### src/design/length_prefixed_frame_parser_core_macros.svh
`ifndef LENGTH_PREFIXED_FRAME_PARSER_CORE_MACROS_SVH
`define LENGTH_PREFIXED_FRAME_PARSER_CORE_MACROS_SVH

// Check that a condition implies another in the same cycle.
`define LPFP_ASSERT_SAME(label, clk, rst_n, ante, cons) \
  label: assert property (@(posedge clk) disable iff (!rst_n) (ante) |-> (cons)) \
    else $error("lpfp: same-cycle check failed");

// Check that a condition implies another in the following cycle.
`define LPFP_ASSERT_NEXT(label, clk, rst_n, ante, cons) \
  label: assert property (@(posedge clk) disable iff (!rst_n) (ante) |=> (cons)) \
    else $error("lpfp: next-cycle check failed");

`endif

### src/design/lpfp_pkg.sv
package lpfp_pkg;

  // Sync header, sent low byte first
  localparam logic [7:0] HdrFirst  = 8'hFF;
  localparam logic [7:0] HdrSecond = 8'hFE;

  // Body length counts the command word and the checksum word
  localparam int unsigned BodyOverhead = 4;

  // Parser phase codes
  localparam logic [2:0] PhHunt = 3'd0;
  localparam logic [2:0] PhLen  = 3'd1;
  localparam logic [2:0] PhCmd  = 3'd2;
  localparam logic [2:0] PhData = 3'd3;
  localparam logic [2:0] PhSum  = 3'd4;

  typedef logic [1:0] kind_t;

  // Result kinds
  localparam kind_t KindPayload = 2'd0;
  localparam kind_t KindEnd     = 2'd1;
  localparam kind_t KindBad     = 2'd2;

endpackage

### src/design/lpfp_if.sv
// Received byte channel
interface lpfp_in_if;
  logic       valid;
  logic       ready;
  logic [7:0] rx_byte;

  modport source (output valid, output rx_byte, input ready);
  modport sink   (input valid, input rx_byte, output ready);
endinterface

// Parser result channel
interface lpfp_out_if;
  logic          valid;
  logic          ready;
  lpfp_pkg::kind_t kind;
  logic [15:0]   command;
  logic [7:0]    payload_byte;
  logic [15:0]   frame_checksum;

  modport source (output valid, output kind, output command, output payload_byte,
                  output frame_checksum, input ready);
  modport sink   (input valid, input kind, input command, input payload_byte,
                  input frame_checksum, output ready);
endinterface

### src/design/length_prefixed_frame_parser_core.sv
// Length-prefixed frame parser. Takes one received byte per cycle unless the
// result side stalls it, and gives at most one result per byte: the byte is
// captured in the input register, then the parse step loads the result
// register when it advances. It hunts for the header FF FE,
// reads a little-endian body length
// of LENGTH_BITS bits (ceil(LENGTH_BITS/8) bytes), a little-endian command
// word, length-4 payload bytes (each emitted as kind 0 with the command) and
// a little-endian checksum word (emitted as kind 1, not verified). A length
// below 4 gives kind 2 and hunting resumes. Backpressure on the result side
// stalls the input only when a byte that produces a result meets a full
// result register.
module length_prefixed_frame_parser_core #(
  parameter int unsigned LENGTH_BITS = 32
) (
  input  logic       clk_i,
  input  logic       rst_ni,
  lpfp_in_if.sink    rx_i,
  lpfp_out_if.source res_o
);
  import lpfp_pkg::*;

  localparam int unsigned LenBytes = (LENGTH_BITS + 7) / 8;
  localparam int unsigned LenW     = LenBytes * 8;

  // Input register
  logic       in_vld_q;
  logic [7:0] in_byte_q;

  // Parser state
  logic [2:0]      phase_q, phase_d;
  logic [7:0]      prev_byte_q, prev_byte_d;
  logic            prev_vld_q, prev_vld_d;
  logic [1:0]      cnt_q, cnt_d;
  logic [LenW-1:0] rem_q, rem_d;
  logic [15:0]     cmd_q, cmd_d;
  logic [7:0]      cs_lo_q, cs_lo_d;

  // Result register
  logic        out_vld_q;
  kind_t       out_kind_q, res_kind;
  logic [15:0] out_cmd_q, res_cmd;
  logic [7:0]  out_pb_q, res_pb;
  logic [15:0] out_cs_q, res_cs;
  logic        res_has;

  logic            advance;
  logic [LenW-1:0] len_asm;
  logic [LENGTH_BITS-1:0] len_val;
  logic            len_last;

  // Assemble the length field, clearing it on its first byte
  always_comb begin
    for (int i = 0; i < LenBytes; i++) begin
      if (cnt_q == 2'(i)) begin
        len_asm[8*i +: 8] = in_byte_q;
      end else if (cnt_q == 2'd0) begin
        len_asm[8*i +: 8] = 8'd0;
      end else begin
        len_asm[8*i +: 8] = rem_q[8*i +: 8];
      end
    end
  end

  assign len_val  = len_asm[LENGTH_BITS-1:0];
  assign len_last = ({1'b0, cnt_q} + 3'd1) >= 3'(LenBytes);

  // Parse step for the byte in the input register
  always_comb begin
    phase_d     = phase_q;
    prev_byte_d = prev_byte_q;
    prev_vld_d  = prev_vld_q;
    cnt_d       = cnt_q;
    rem_d       = rem_q;
    cmd_d       = cmd_q;
    cs_lo_d     = cs_lo_q;
    res_has     = 1'b0;
    res_kind    = KindPayload;
    res_cmd     = 16'd0;
    res_pb      = 8'd0;
    res_cs      = 16'd0;
    unique case (phase_q)
      PhLen: begin
        rem_d = len_asm;
        if (len_last) begin
          cnt_d = 2'd0;
          if (len_val < LENGTH_BITS'(BodyOverhead)) begin
            rem_d       = '0;
            phase_d     = PhHunt;
            prev_vld_d  = 1'b0;
            prev_byte_d = 8'd0;
            res_has     = 1'b1;
            res_kind    = KindBad;
          end else begin
            rem_d   = LenW'(len_val - LENGTH_BITS'(BodyOverhead));
            phase_d = PhCmd;
          end
        end else begin
          cnt_d = cnt_q + 2'd1;
        end
      end
      PhCmd: begin
        if (cnt_q == 2'd0) begin
          cmd_d = {8'd0, in_byte_q};
          cnt_d = 2'd1;
        end else begin
          cmd_d   = {in_byte_q, cmd_q[7:0]};
          cnt_d   = 2'd0;
          phase_d = (rem_q == '0) ? PhSum : PhData;
        end
      end
      PhData: begin
        rem_d = rem_q - LenW'(1);
        if (rem_q == LenW'(1)) begin
          phase_d = PhSum;
        end
        res_has  = 1'b1;
        res_kind = KindPayload;
        res_cmd  = cmd_q;
        res_pb   = in_byte_q;
      end
      PhSum: begin
        if (cnt_q == 2'd0) begin
          cs_lo_d = in_byte_q;
          cnt_d   = 2'd1;
        end else begin
          phase_d     = PhHunt;
          prev_vld_d  = 1'b0;
          prev_byte_d = 8'd0;
          cnt_d       = 2'd0;
          res_has     = 1'b1;
          res_kind    = KindEnd;
          res_cmd     = cmd_q;
          res_cs      = {in_byte_q, cs_lo_q};
        end
      end
      default: begin
        // Hunt, also for unused phase codes
        if (prev_vld_q && prev_byte_q == HdrFirst && in_byte_q == HdrSecond) begin
          prev_vld_d  = 1'b0;
          prev_byte_d = 8'd0;
          cnt_d       = 2'd0;
          rem_d       = '0;
          phase_d     = PhLen;
        end else begin
          phase_d     = PhHunt;
          prev_byte_d = in_byte_q;
          prev_vld_d  = 1'b1;
        end
      end
    endcase
  end

  // Advance unless a result meets a full, stalled result register
  assign advance    = in_vld_q && (!res_has || !out_vld_q || res_o.ready);
  assign rx_i.ready = !in_vld_q || advance;

  // Input register
  always_ff @(posedge clk_i or negedge rst_ni) begin
    if (!rst_ni) begin
      in_vld_q <= 1'b0;
    end else if (rx_i.ready) begin
      in_vld_q <= rx_i.valid;
    end
  end

  always_ff @(posedge clk_i) begin
    if (rx_i.valid && rx_i.ready) begin
      in_byte_q <= rx_i.rx_byte;
    end
  end

  // Parser state update
  always_ff @(posedge clk_i or negedge rst_ni) begin
    if (!rst_ni) begin
      phase_q     <= PhHunt;
      prev_byte_q <= 8'd0;
      prev_vld_q  <= 1'b0;
      cnt_q       <= 2'd0;
      rem_q       <= '0;
      cmd_q       <= 16'd0;
      cs_lo_q     <= 8'd0;
    end else if (advance) begin
      phase_q     <= phase_d;
      prev_byte_q <= prev_byte_d;
      prev_vld_q  <= prev_vld_d;
      cnt_q       <= cnt_d;
      rem_q       <= rem_d;
      cmd_q       <= cmd_d;
      cs_lo_q     <= cs_lo_d;
    end
  end

  // Result register: load on a new result, drop when taken
  always_ff @(posedge clk_i or negedge rst_ni) begin
    if (!rst_ni) begin
      out_vld_q <= 1'b0;
    end else if (advance && res_has) begin
      out_vld_q <= 1'b1;
    end else if (res_o.ready) begin
      out_vld_q <= 1'b0;
    end
  end

  always_ff @(posedge clk_i) begin
    if (advance && res_has) begin
      out_kind_q <= res_kind;
      out_cmd_q  <= res_cmd;
      out_pb_q   <= res_pb;
      out_cs_q   <= res_cs;
    end
  end

  assign res_o.valid          = out_vld_q;
  assign res_o.kind           = out_kind_q;
  assign res_o.command        = out_cmd_q;
  assign res_o.payload_byte   = out_pb_q;
  assign res_o.frame_checksum = out_cs_q;

`include "length_prefixed_frame_parser_core_macros.svh"

  `LPFP_ASSERT_SAME(a_data_has_bytes, clk_i, rst_ni, phase_q == PhData, rem_q != '0)
  `LPFP_ASSERT_SAME(a_word_count, clk_i, rst_ni, phase_q == PhCmd || phase_q == PhSum, !cnt_q[1])
  `LPFP_ASSERT_SAME(a_pb_clean, clk_i, rst_ni, out_vld_q && (out_kind_q != KindPayload), out_pb_q == 8'd0)
  `LPFP_ASSERT_NEXT(a_result_loaded, clk_i, rst_ni, advance && res_has, out_vld_q)

endmodule
### src/flat_wrapper.sv
// flat-port wrapper written by rule: the top's interface ports become plain ports
module length_prefixed_frame_parser_core_flat import lpfp_pkg::*;
#(
  parameter int unsigned LENGTH_BITS = 32
)
  (clk_i, rst_ni, rx_i_valid, rx_i_rx_byte, rx_i_ready, res_o_valid, res_o_kind, res_o_command, res_o_payload_byte, res_o_frame_checksum, res_o_ready);
  lpfp_in_if rx_i_i ();
  lpfp_out_if res_o_i ();
  input  logic clk_i;
  input  logic rst_ni;
  input wire logic [$bits(rx_i_i.valid)-1:0] rx_i_valid;
  input wire logic [$bits(rx_i_i.rx_byte)-1:0] rx_i_rx_byte;
  output wire logic [$bits(rx_i_i.ready)-1:0] rx_i_ready;
  output wire logic [$bits(res_o_i.valid)-1:0] res_o_valid;
  output wire logic [$bits(res_o_i.kind)-1:0] res_o_kind;
  output wire logic [$bits(res_o_i.command)-1:0] res_o_command;
  output wire logic [$bits(res_o_i.payload_byte)-1:0] res_o_payload_byte;
  output wire logic [$bits(res_o_i.frame_checksum)-1:0] res_o_frame_checksum;
  input wire logic [$bits(res_o_i.ready)-1:0] res_o_ready;
  assign rx_i_i.valid = rx_i_valid;
  assign rx_i_i.rx_byte = rx_i_rx_byte;
  assign rx_i_ready = rx_i_i.ready;
  assign res_o_valid = res_o_i.valid;
  assign res_o_kind = res_o_i.kind;
  assign res_o_command = res_o_i.command;
  assign res_o_payload_byte = res_o_i.payload_byte;
  assign res_o_frame_checksum = res_o_i.frame_checksum;
  assign res_o_i.ready = res_o_ready;
  length_prefixed_frame_parser_core #(.LENGTH_BITS(LENGTH_BITS)) u_core (.clk_i(clk_i), .rst_ni(rst_ni), .rx_i(rx_i_i), .res_o(res_o_i));
endmodule
### config.mk
export PLATFORM = sky130hd
export DESIGN_NAME = length_prefixed_frame_parser_core_flat
export DESIGN_NICKNAME = d
export VERILOG_FILES = /design/src/design/lpfp_pkg.sv /design/src/design/lpfp_if.sv /design/src/design/length_prefixed_frame_parser_core.sv /design/src/flat_wrapper.sv
export VERILOG_INCLUDE_DIRS = /design/src /design/src/design
export SDC_FILE = /design/constraint.sdc
export NUM_CORES = 1
export LEC_CHECK = 0
export BUFFER_PORTS_ARGS = -buffer_cell sky130_fd_sc_hd__buf_2
export CORE_ASPECT_RATIO = 2
export CORE_MARGIN = 5
export CORE_UTILIZATION = 56
export CTS_BUF_LIST = sky130_fd_sc_hd__clkbuf_8
export CTS_CLUSTER_SIZE = 12
export DETAILED_ROUTE_END_ITERATION = 16
export PLACE_DENSITY_LB_ADDON = 0.25
export SKIP_LAST_GASP = 1
export SLEW_MARGIN = 40
export SYNTH_ARGS = -nofsm -noshare
export SYNTH_HDL_FRONTEND = slang
export SYNTH_SLANG_ARGS = --single-unit
### constraint.sdc
create_clock -name clk_i -period 3.69 [get_ports clk_i]
set_clock_uncertainty 0.05 [all_clocks]
set_input_delay 0.5535 -clock clk_i [delete_from_list [all_inputs] [get_ports clk_i]]
set_output_delay 0.5535 -clock clk_i [all_outputs]
set_load 0.01 [all_outputs]
==> results of run 1 <==
-- placed cells by master, fill, tap and decap left out, types with 15 or more instances in the layout --
cell type,instances
nor2_1,67
inv_1,20
buf_2,54
dfrtp_1,72
buf_4,65
nor3_1,24
o21ai_0,87
nand2_1,58
a22oi_1,29
xnor2_1,15
xor2_1,17
a21oi_1,33
edfxtp_1,50
mux2_2,16
clkbuf_8,17
and2_1,27
nor2b_1,22
-- routing by layer --
metal	track usage (%)	wire (um)	vias up
met4	19.9	1490	0
met3	4.62	910	90
li1	-	-	2807
met2	52.6	11400	258
met5	0	0	-
met1	30.0	7330	2895
-- power breakdown --
part	total [mW]	leakage, nW	internal, mW	switching (mW)
clock network	1.18	0.197	0.556	0.627
logic	2.88	1.88	1.13	1.76
registers	1.92	1.47	1.71	0.218
-- flip-flops by register name, indices dropped and copies added (netlist names), 8 cells and up --
| register | count |
|---|---|
| u_core.res_o.payload_byte | 8 |
| u_core.res_o.frame_checksum | 16 |
| u_core.rem_q | 32 |
| u_core.cmd_q | 16 |
| u_core.cs_lo_q | 8 |
| u_core.in_byte_q | 8 |
| u_core.res_o.command | 16 |
| u_core.prev_byte_q | 8 |
-- logic make-up (layout without fill, tap and decap cells) --
| kind of cell | Yosys count | after routing |
|---|---|---|
| compound gates | 198 | 198 |
| simple gates | 268 | 268 |
| mux | 30 | 30 |
| xor+xnor | 32 | 32 |
| flops | 122 | 122 |
| buf+inv | 68 | 175 |
| fa+ha+maj | 8 | 8 |
-- critical path, delay by kind of cell (launching register included) --
family	cells	cell delay [ns]
adder cells (fa/ha/maj)	1	0.18
flip-flops	1	0.39
AND/OR/NAND/NOR	5	1.52
buffers and inverters	3	0.37
AO/OA/AOI/OAI	2	0.43
-- worst max-delay path by stage --
stage                                     start                                      endpoint  slack (ns)  cells after the start
global route        u_core.cnt_q[1]$_DFFE_PN0P_                                    rx_i_ready       -0.33                     11
floorplan           u_core.cnt_q[0]$_DFFE_PN0P_                 u_core.prev_vld_q$_DFFE_PN0P_        0.06                     14
finish              u_core.cnt_q[1]$_DFFE_PN0P_                                    rx_i_ready       -0.22                     11
detailed placement  u_core.cnt_q[0]$_DFFE_PN0P_                                    rx_i_ready        0.06                     11
global placement    u_core.cnt_q[0]$_DFFE_PN0P_  u_core.res_o.frame_checksum[1]$_SDFFCE_PN0P_        0.08                      9
CTS                 u_core.cnt_q[1]$_DFFE_PN0P_                                    rx_i_ready       -0.20                     11
-- area by class of cell --
cell class	instances	area [sq um]	area share (%)
inverter	21	78.8	0.969
timing repair buffer	122	810	9.95
clock inverter	15	151	1.86
sequential	122	3300	40.6
clock buffer	17	234	2.88
tap	147	184	2.26
multi-input combinational	536	3380	41.5
-- timing repair --
item,CTS,global route
pin swaps,3,3
setup buffers,5,1
endpoints found under the setup margin,1,1
gates resized for setup,4,1
hold buffers,0,0
-- through the flow --
stage / total power [mW] / setup TNS [ns]
after floorplan: 3.69 / 0
after global placement: 4.66 / 0
after detailed placement: 4.73 / 0
after CTS: 5.96 / -0.198
after global routing: 6.33 / -0.332
final: 5.99 / -0.225
==> impl_metrics.tcl, run 1 <==
set metrics [dict create \
    status "finished, violations left" \
    violations "setup timing" \
    die_width_um 88.6 \
    stdcell_count 980 \
    row_count 57 \
    num_antenna_cells 0 \
    cts.sinks 122 \
    holdWs_ns 0.0858 \
    avgSynthCellArea_sq_um 9.53 \
    synth-xor-area-share_pct 4.05 \
    fillers 986 \
    io_buffers 55 \
    slew_headroom_pct 46.6 \
    place_inst 942 \
    ys_seq_area_share_pct 47.7 \
    drtIter0Drc 478 \
    grt_pass1_wl_mm 32.9 \
    synthDistinctLibCells 71 \
    htree_levels 4 \
    path_cells "inv_1 -> ha_2 -> buf_6 -> or3_1 -> a222oi_1 -> nand2_1 -> or3_4 -> nor4b_4 -> o31ai_2 -> or2_1 -> buf_2" \
    power_density_mw_per_mm2 736 \
    dr.pass1.iters 6 \
    track_usage_pct 29.4 \
    synth_top_area_share_pct 26.0 \
    synthToLayoutAreaGrowth_pct 17.6 \
    cts_tree "built" \
    r2r-start "u_core.cnt_q[1]$_DFFE_PN0P_" \
    rsz0062_at_grt "true" \
    cp_max_fo 9 \
    critPathRequiredTime_ns 3.09 \
    ir_drop_mv 0.480 \
    netlist_top_cells_count "o21ai_0 (87), dfrtp_1 (72), nor2_1 (67)" \
    yosys.area_share.simple_pct 20.4 \
    synth_mux_area_share_pct 4.70 \
    nets 840 \
    grt_start_max_net_pins 48 \
    cts_buffer_depth 2 \
    initial_utilization_pct 57.1 \
    via_per_inst 6.17 \
    path_class "flop to output pin" \
    critPathSlowestCell "dfrtp_1" \
    pre_cts_slack_ns 0.0604 \
    clock_latency_ns 0.44 \
    syn_inst 726 \
    post-route-period-util_pct 106 \
    overflow 0 \
    yosysMostFrequentCell "o21ai_0" \
    cap_violations 0 \
    async_flop_share_pct 59.0 \
    postLayoutSetupSlackWorst_ns -0.225 \
    synth_top_family_by_area "simple AND/OR/NAND/NOR gates" \
    drv_slew 0 \
    final_util_pct 67.1 \
    wirelength_mm 21.1 \
    ant_nets 0 \
    yosysWarnings 0 \
    syn_nets 746 \
    antenna_found_initial 0 \
    cellLeakagePower_nw 3.54 \
    synth_area_leaders "dfrtp_1 (26%), edfxtp_1 (22%), o21ai_0 (6.3%)" \
    worst_slew_pin_slew_ns 0.795 \
    place_hpwl_mm 16.0 \
    place_congestion 1.02 \
    cts_buffers 17 \
    grt_pass1_vias 6314 \
    reg2reg_to "u_core.res_o.frame_checksum[7]$_SDFFCE_PN0P_" \
    avgRoutedWirePerCell_um 21.5 \
    drive_above_1_share_pct 22.9 \
    cts.clk_slew.worst_paths_ns 0.09 \
    hold_path_class "primary input to async pin" \
    min_period_ns 3.91 \
    design_area_sq_mm 0.00814 \
    core-area_sq_mm 0.0121 \
    critPathMaxStageDelay_ns 0.39 \
    synthAdderAreaFrac_pct 1.45 \
    endpoint_kind "output pin" \
    dieArea_sq_mm 0.0148 \
    synth_flop_cell "dfrtp_1" \
    synth-edff-count 50 \
    rrSetupSlack_ns 0.16 \
    hold_viol_final 0 \
    io_pins 56 \
    synth_compound_area_share_pct 17.9 \
    start_kind "flop" \
    cp.arrival_ns 3.31 \
    synthesis.area_sq_mm 0.00692 \
    synth-seq-cells 122 \
    dieHeight_um 167 \
    vias 6050 \
    drc 0 \
    cts_root_buf "clkbuf_8" \
    clock.fmax_ghz 0.255 \
    worst-r2r-cell-count 11 \
    synth_top_area_cell "dfrtp_1" \
    place_area_sq_mm 0.00769 \
    setup_viol 1 \
]
Note: power is estimated with default switching activity, not from simulation.
==> run 2: changes to the inputs <==
--- a/config.mk
+++ b/config.mk
@@ -9,7 +9,7 @@
 export BUFFER_PORTS_ARGS = -buffer_cell sky130_fd_sc_hd__buf_2
 export CORE_ASPECT_RATIO = 2
 export CORE_MARGIN = 5
-export CORE_UTILIZATION = 56
+export CORE_UTILIZATION = 62
 export CTS_BUF_LIST = sky130_fd_sc_hd__clkbuf_8
 export CTS_CLUSTER_SIZE = 12
 export DETAILED_ROUTE_END_ITERATION = 16
==> constraint.sdc (replaced) <==
create_clock -name clk_i -period 4.2 [get_ports clk_i]
set_clock_uncertainty 0.05 [all_clocks]
set_input_delay 0.63 -clock clk_i [delete_from_list [all_inputs] [get_ports clk_i]]
set_output_delay 0.63 -clock clk_i [all_outputs]
set_load 0.01 [all_outputs]
==> run 2 against run 1 <==
The run now ends clean. Hold slack got worse by 0.0085 ns. Combinational power decreased by 19%. Via count increased by 0.64%. Cell count decreased by 4.4%. Final area decreased by 2.7%. Register-to-register slack improved by 0.43 ns. Sequential power decreased by 9.9%. Sequential share of layout area increased by 1.2 points. Total power decreased by 14%. First-iteration DRC count increased by 18%. Utilization increased by 5.2 points. Critical path depth decreased by 1. Critical path type unchanged. Critical endpoint unchanged.
==> impl_metrics.tcl, run 2 (synthesized netlist as in run 1, its figures left out) <==
set metrics [dict create \
    htree_levels 4 \
    hold_viol_final 0 \
    clock.fmax_ghz 0.240 \
    regMostFlops "u_core.rem_q" \
    dr.pass1.iters 6 \
    dieArea_sq_mm 0.0135 \
    min_period_ns 4.17 \
    use_met2_pct 52.3 \
    layout_commonest_cell "o21ai_0" \
    rsz0062_at_grt "false" \
    hold_path_class "primary input to async pin" \
    overflow 0 \
    initial_utilization_pct 63.2 \
    post-route-period-util_pct 99.2 \
    critPathSlowestCell "dfrtp_1" \
    core-area_sq_mm 0.0109 \
    cts_tree "built" \
    cts_root_buf "clkbuf_8" \
    die_width_um 84.7 \
    antenna_found_initial 0 \
    clock_latency_ns 0.46 \
    path_class "flop to output pin" \
    cts_buffers 17 \
    avgRoutedWirePerCell_um 20.9 \
    status "complete, no violations" \
    endpoint_kind "output pin" \
    place_hpwl_mm 13.8 \
    synthToLayoutAreaGrowth_pct 14.4 \
    via_per_inst 6.50 \
    cellLeakagePower_nw 3.36 \
    cp.arrival_ns 3.49 \
    setup_viol 0 \
    start_kind "flop" \
    cts_buffer_depth 2 \
    layout_common_cells "o21ai_0 (85), dfrtp_1 (71), nor2_1 (67)" \
    grt_start_max_net_pins 43 \
    design_area_sq_mm 0.00792 \
    largest_register_ffs 32 \
    grt_pass1_wl_mm 31.0 \
    cpLargestDelayFamily "simple AND/OR/NAND/NOR gates" \
    cts.clk_slew.worst_paths_ns 0.08 \
    num_antenna_cells 0 \
    drtIter0Drc 563 \
    cap_violations 0 \
    place_congestion 1.04 \
    grt_pass1_vias 6102 \
    io_pins 56 \
    place_area_sq_mm 0.00744 \
    critPathMaxStageDelay_ns 0.48 \
    drc 0 \
    total_power_mw 5.14 \
    drv_slew 0 \
    met3_usage_pct 5.90 \
    cp_max_fo 10 \
    slew_headroom_pct 47.7 \
    wirelength_mm 19.6 \
    worst-r2r-cell-count 11 \
    worst_slew_pin_slew_ns 0.784 \
    critPathBufInv 2 \
    path_cells "inv_2 -> ha_4 -> or3b_1 -> a222oi_1 -> nand2_1 -> or3_4 -> nor4b_4 -> o31ai_1 -> or2_1 -> buf_2" \
    row_count 54 \
    ant_nets 0 \
    ir_drop_mv 0.417 \
    vias 6089 \
    postCtsHoldBufs 0 \
    tns_ns 0 \
    grt_util_met1_pct 30.1 \
    cts.sinks 122 \
    io_buffers 55 \
    drive_above_1_share_pct 20.1 \
    crit_cells 10 \
    dieHeight_um 159 \
    global_route.peak_usage_layer "met2" \
    track_usage_pct 29.4 \
    power_density_mw_per_mm2 649 \
    nets 804 \
    critPathRequiredTime_ns 3.52 \
]
-- run 2: cell count changes in the layout (fill, tap and decap cells not counted), moves of 2 or more --
cell	change
buf_4	-35
clkinv_2	-2
clkinvlp_4	+3
ha_1	-2
ha_2	-2
ha_4	+4
inv_8	-2
o21ai_0	-2
o21ai_1	+2
-- run 2: per-layer routing --
metal	vias to the layer above	share of wire (%)
met5	-	0
met4	0	7.2
met3	121	6.2
met2	325	53
met1	2917	34
li1	2726	-
-- run 2: final timing paths --
| path | start | to | slack [ns] |
|---|---|---|---|
| worst min-delay path | rst_ni | u_core.rem_q[29]$_DFFE_PN0P_ | 0.08 |
| max in group asynchronous | rst_ni | u_core.prev_byte_q[1]$_DFFE_PN0P_ | 3.37 |
| worst min register to register | u_core.cmd_q[13]$_DFFE_PN0P_ | u_core.cmd_q[13]$_DFFE_PN0P_ | 0.43 |
| worst max register to register | u_core.cnt_q[1]$_DFFE_PN0P_ | u_core.cs_lo_q[7]$_DFFE_PN0P_ | 0.59 |
| worst max-delay path | u_core.cnt_q[1]$_DFFE_PN0P_ | rx_i_ready | 0.03 |
| min in group clk_i | rx_i_rx_byte[1] | u_core.in_byte_q[1]$_DFFE_PP_ | 0.30 |
-- run 2: where the power goes --
| group | switching, mW | leakage (nW) | total, mW | internal [mW] |
|---|---|---|---|---|
| Combinational | 1.46 | 1.70 | 2.34 | 0.874 |
| Clock | 0.528 | 0.193 | 1.07 | 0.538 |
| Sequential | 0.235 | 1.47 | 1.73 | 1.50 |
| Total | 2.23 | 3.36 | 5.14 | 2.91 |
-- run 2: through the flow --
step                setup WS (ns)  hold WS (ns)  cells  utilization (%)
finish                     0.0329        0.0774    937             72.3
global route              0.00130         0.104    937             72.3
CTS                       0.00470         0.240    935             71.9
detailed placement          0.348         0.415    903             67.9
global placement            0.487         0.406    903             67.9
floorplan                   0.211         0.284    726                -
-- run 2: repair_timing --
action,in CTS,in global routing
endpoints found under the setup margin,1,1
buffers inserted,0,2
gates resized for setup,5,9
pin swaps,0,3
-- run 2: layout make-up --
| class | count | area (sq um) |
|---|---|---|
| inverter | 21 | 78.8 |
| timing repair buffer | 86 | 536 |
| tap | 140 | 175 |
| fill | 830 | 3030 |
| sequential | 122 | 3300 |
| multi-input combinational | 536 | 3420 |
| clock buffer | 17 | 234 |
| clock inverter | 15 | 166 |
==> run 3: changes to the inputs <==
==> constraint.sdc (replaced) <==
create_clock -name clk_i -period 4.2 [get_ports clk_i]
set_clock_uncertainty 0.05 [all_clocks]
set_input_delay 0.63 -clock clk_i [delete_from_list [all_inputs] [get_ports clk_i]]
set_output_delay 0.63 -clock clk_i [all_outputs]
set_load 0.05 [all_outputs]
==> run 3 against run 2 <==
Cell count increased by 0.43%. First-iteration DRC count decreased by 7.6%. Hold slack improved by 0.047 ns. Sequential cell count unchanged. Critical path depth increased by 1. Routed wire length decreased by 2.9%. Sequential power about the same. Sequential share of layout area increased by 0.15 points. Register-to-register slack got worse by 0.11 ns. Final area decreased by 0.36%. Largest power group unchanged.
==> impl_metrics.tcl, run 3 (synthesized netlist as in run 1, its figures left out) <==
set metrics [dict create \
    design_area_sq_mm 0.00789 \
    worst_slew_pin_slew_ns 0.732 \
    cts.clk_slew.worst_paths_ns 0.08 \
    track_usage_pct 28.7 \
    initial_utilization_pct 63.2 \
    row_count 54 \
    dieArea_sq_mm 0.0135 \
    place_area_sq_mm 0.00744 \
    synthToLayoutAreaGrowth_pct 14.0 \
    cts.sinks 122 \
    layout_commonest_cell "o21ai_0" \
    postLayoutSetupSlackWorst_ns 0.174 \
    cts_tree "built" \
    seq_power_share_pct 33.2 \
    tns_ns 0 \
    total_power_mw 5.17 \
    htree_levels 4 \
    switchingPower_mw 2.26 \
    place_congestion 1.04 \
    layout_common_cells "o21ai_0 (86), dfrtp_1 (71), nor2_1 (67)" \
    cts_buffer_depth 2 \
    nets 808 \
    place_inst 906 \
    cts_root_buf "clkbuf_8" \
    p_int_mw 2.91 \
    path_class "flop to output pin" \
    clock_latency_ns 0.46 \
    overflow 0 \
    critPathRequiredTime_ns 3.52 \
    pre_cts_slack_ns 0.308 \
    pwr-share-comb_pct 46.3 \
    fillers 838 \
    endpoint_kind "output pin" \
    drive_above_1_share_pct 19.9 \
    wirelength_mm 19.0 \
    setup_viol 0 \
    power_density_mw_per_mm2 656 \
    cp_max_fo 14 \
    io_pins 56 \
    final_util_pct 72.1 \
    clockPowerShare_pct 20.6 \
    grt_pass1_vias 6147 \
    via_per_inst 6.45 \
    start_kind "flop" \
    io_buffers 55 \
    stdcell_count 941 \
    dr.pass1.iters 6 \
    dieHeight_um 159 \
    hold_path_class "primary input to async pin" \
    swShare_pct 43.8 \
    postCtsHoldBufs 0 \
    drc 0 \
    drtIter0Drc 520 \
    avgRoutedWirePerCell_um 20.2 \
    grt_pass1_wl_mm 30.3 \
    holdWs_ns 0.124 \
    cp.arrival_ns 3.35 \
    cts_buffers 17 \
    regMostFlops "u_core.rem_q" \
    drv_slew 0 \
    antenna_found_initial 0 \
    core-area_sq_mm 0.0109 \
    post-route-period-util_pct 95.9 \
    slew_headroom_pct 50.5 \
    die_width_um 84.7 \
    largest_register_ffs 32 \
    place_hpwl_mm 13.4 \
    status "complete, no violations" \
    hold_viol_final 0 \
    ant_nets 0 \
    cellLeakagePower_nw 3.38 \
    vias 6068 \
    grt_start_max_net_pins 48 \
    cap_violations 0 \
    clock.fmax_ghz 0.248 \
    num_antenna_cells 0 \
    ir_drop_mv 0.382 \
    min_period_ns 4.03 \
]
run 3: critical path: stages (launching register included):
cell and delay [ns]:
dfrtp_1 0.41, buf_4 0.14, ha_1 0.20, buf_4 0.19, o21ai_0 0.08, o21ai_0 0.20, or4_4 0.59, nor2_1 0.18
nor4b_4 0.30, o31ai_1 0.12, or2_1 0.24, buf_2 0.22
run 3: cell type report:
class	count	area [sq um]	area share, %
Sequential cell	122	3300	41.9
Clock inverter	15	160	2.03
Timing Repair Buffer	90	551	6.98
Tap cell	140	175	2.22
Clock buffer	17	234	2.97
Inverter	21	78.8	1.00
Multi-Input combinational cell	536	3380	42.9
run 3: power groups by stage:
stage / combinational (mW) / clock [mW] / sequential [mW]
floorplan: 1.59 / 0 / 1.73
global placement: 2.20 / 0 / 1.71
detailed placement: 2.27 / 0 / 1.73
CTS: 2.31 / 1.08 / 1.71
global route: 2.58 / 1.13 / 1.74
finish: 2.39 / 1.06 / 1.72
run 3: per-layer routing:
layer  global-route usage (%)  wire [um]  vias to the layer above
met5                        0          0                        -
met2                     49.1       9810                      336
met3                     6.63       1190                      130
li1                         -          -                     2745
met4                     21.5       1560                        0
met1                     29.7       6460                     2857
run 3: worst paths after layout:
kind | slack [ns] | startpoint | to | depth (start not counted)
max in group asynchronous | 2.95 | rst_ni | u_core.prev_byte_q[7]$_DFFE_PN0P_ | 2
min in group clk_i | 0.29 | rx_i_rx_byte[2] | u_core.in_byte_q[2]$_DFFE_PP_ | 1
hold / removal | 0.12 | rst_ni | u_core.rem_q[29]$_DFFE_PN0P_ | 1
setup / recovery | 0.17 | u_core.cnt_q[1]$_DFFE_PN0P_ | rx_i_ready | 11
hold reg to reg | 0.43 | u_core.cmd_q[8]$_DFFE_PN0P_ | u_core.cmd_q[8]$_DFFE_PN0P_ | 2
setup reg to reg | 0.48 | u_core.cnt_q[0]$_DFFE_PN0P_ | u_core.rem_q[31]$_DFFE_PN0P_ | 13
run 3: what timing repair did:
item,4_1_cts,5_1_grt
setup endpoints to repair,1,1
endpoints found under the hold margin,0,0
gates resized for setup,2,6
setup buffers,0,3
pin swaps,0,2
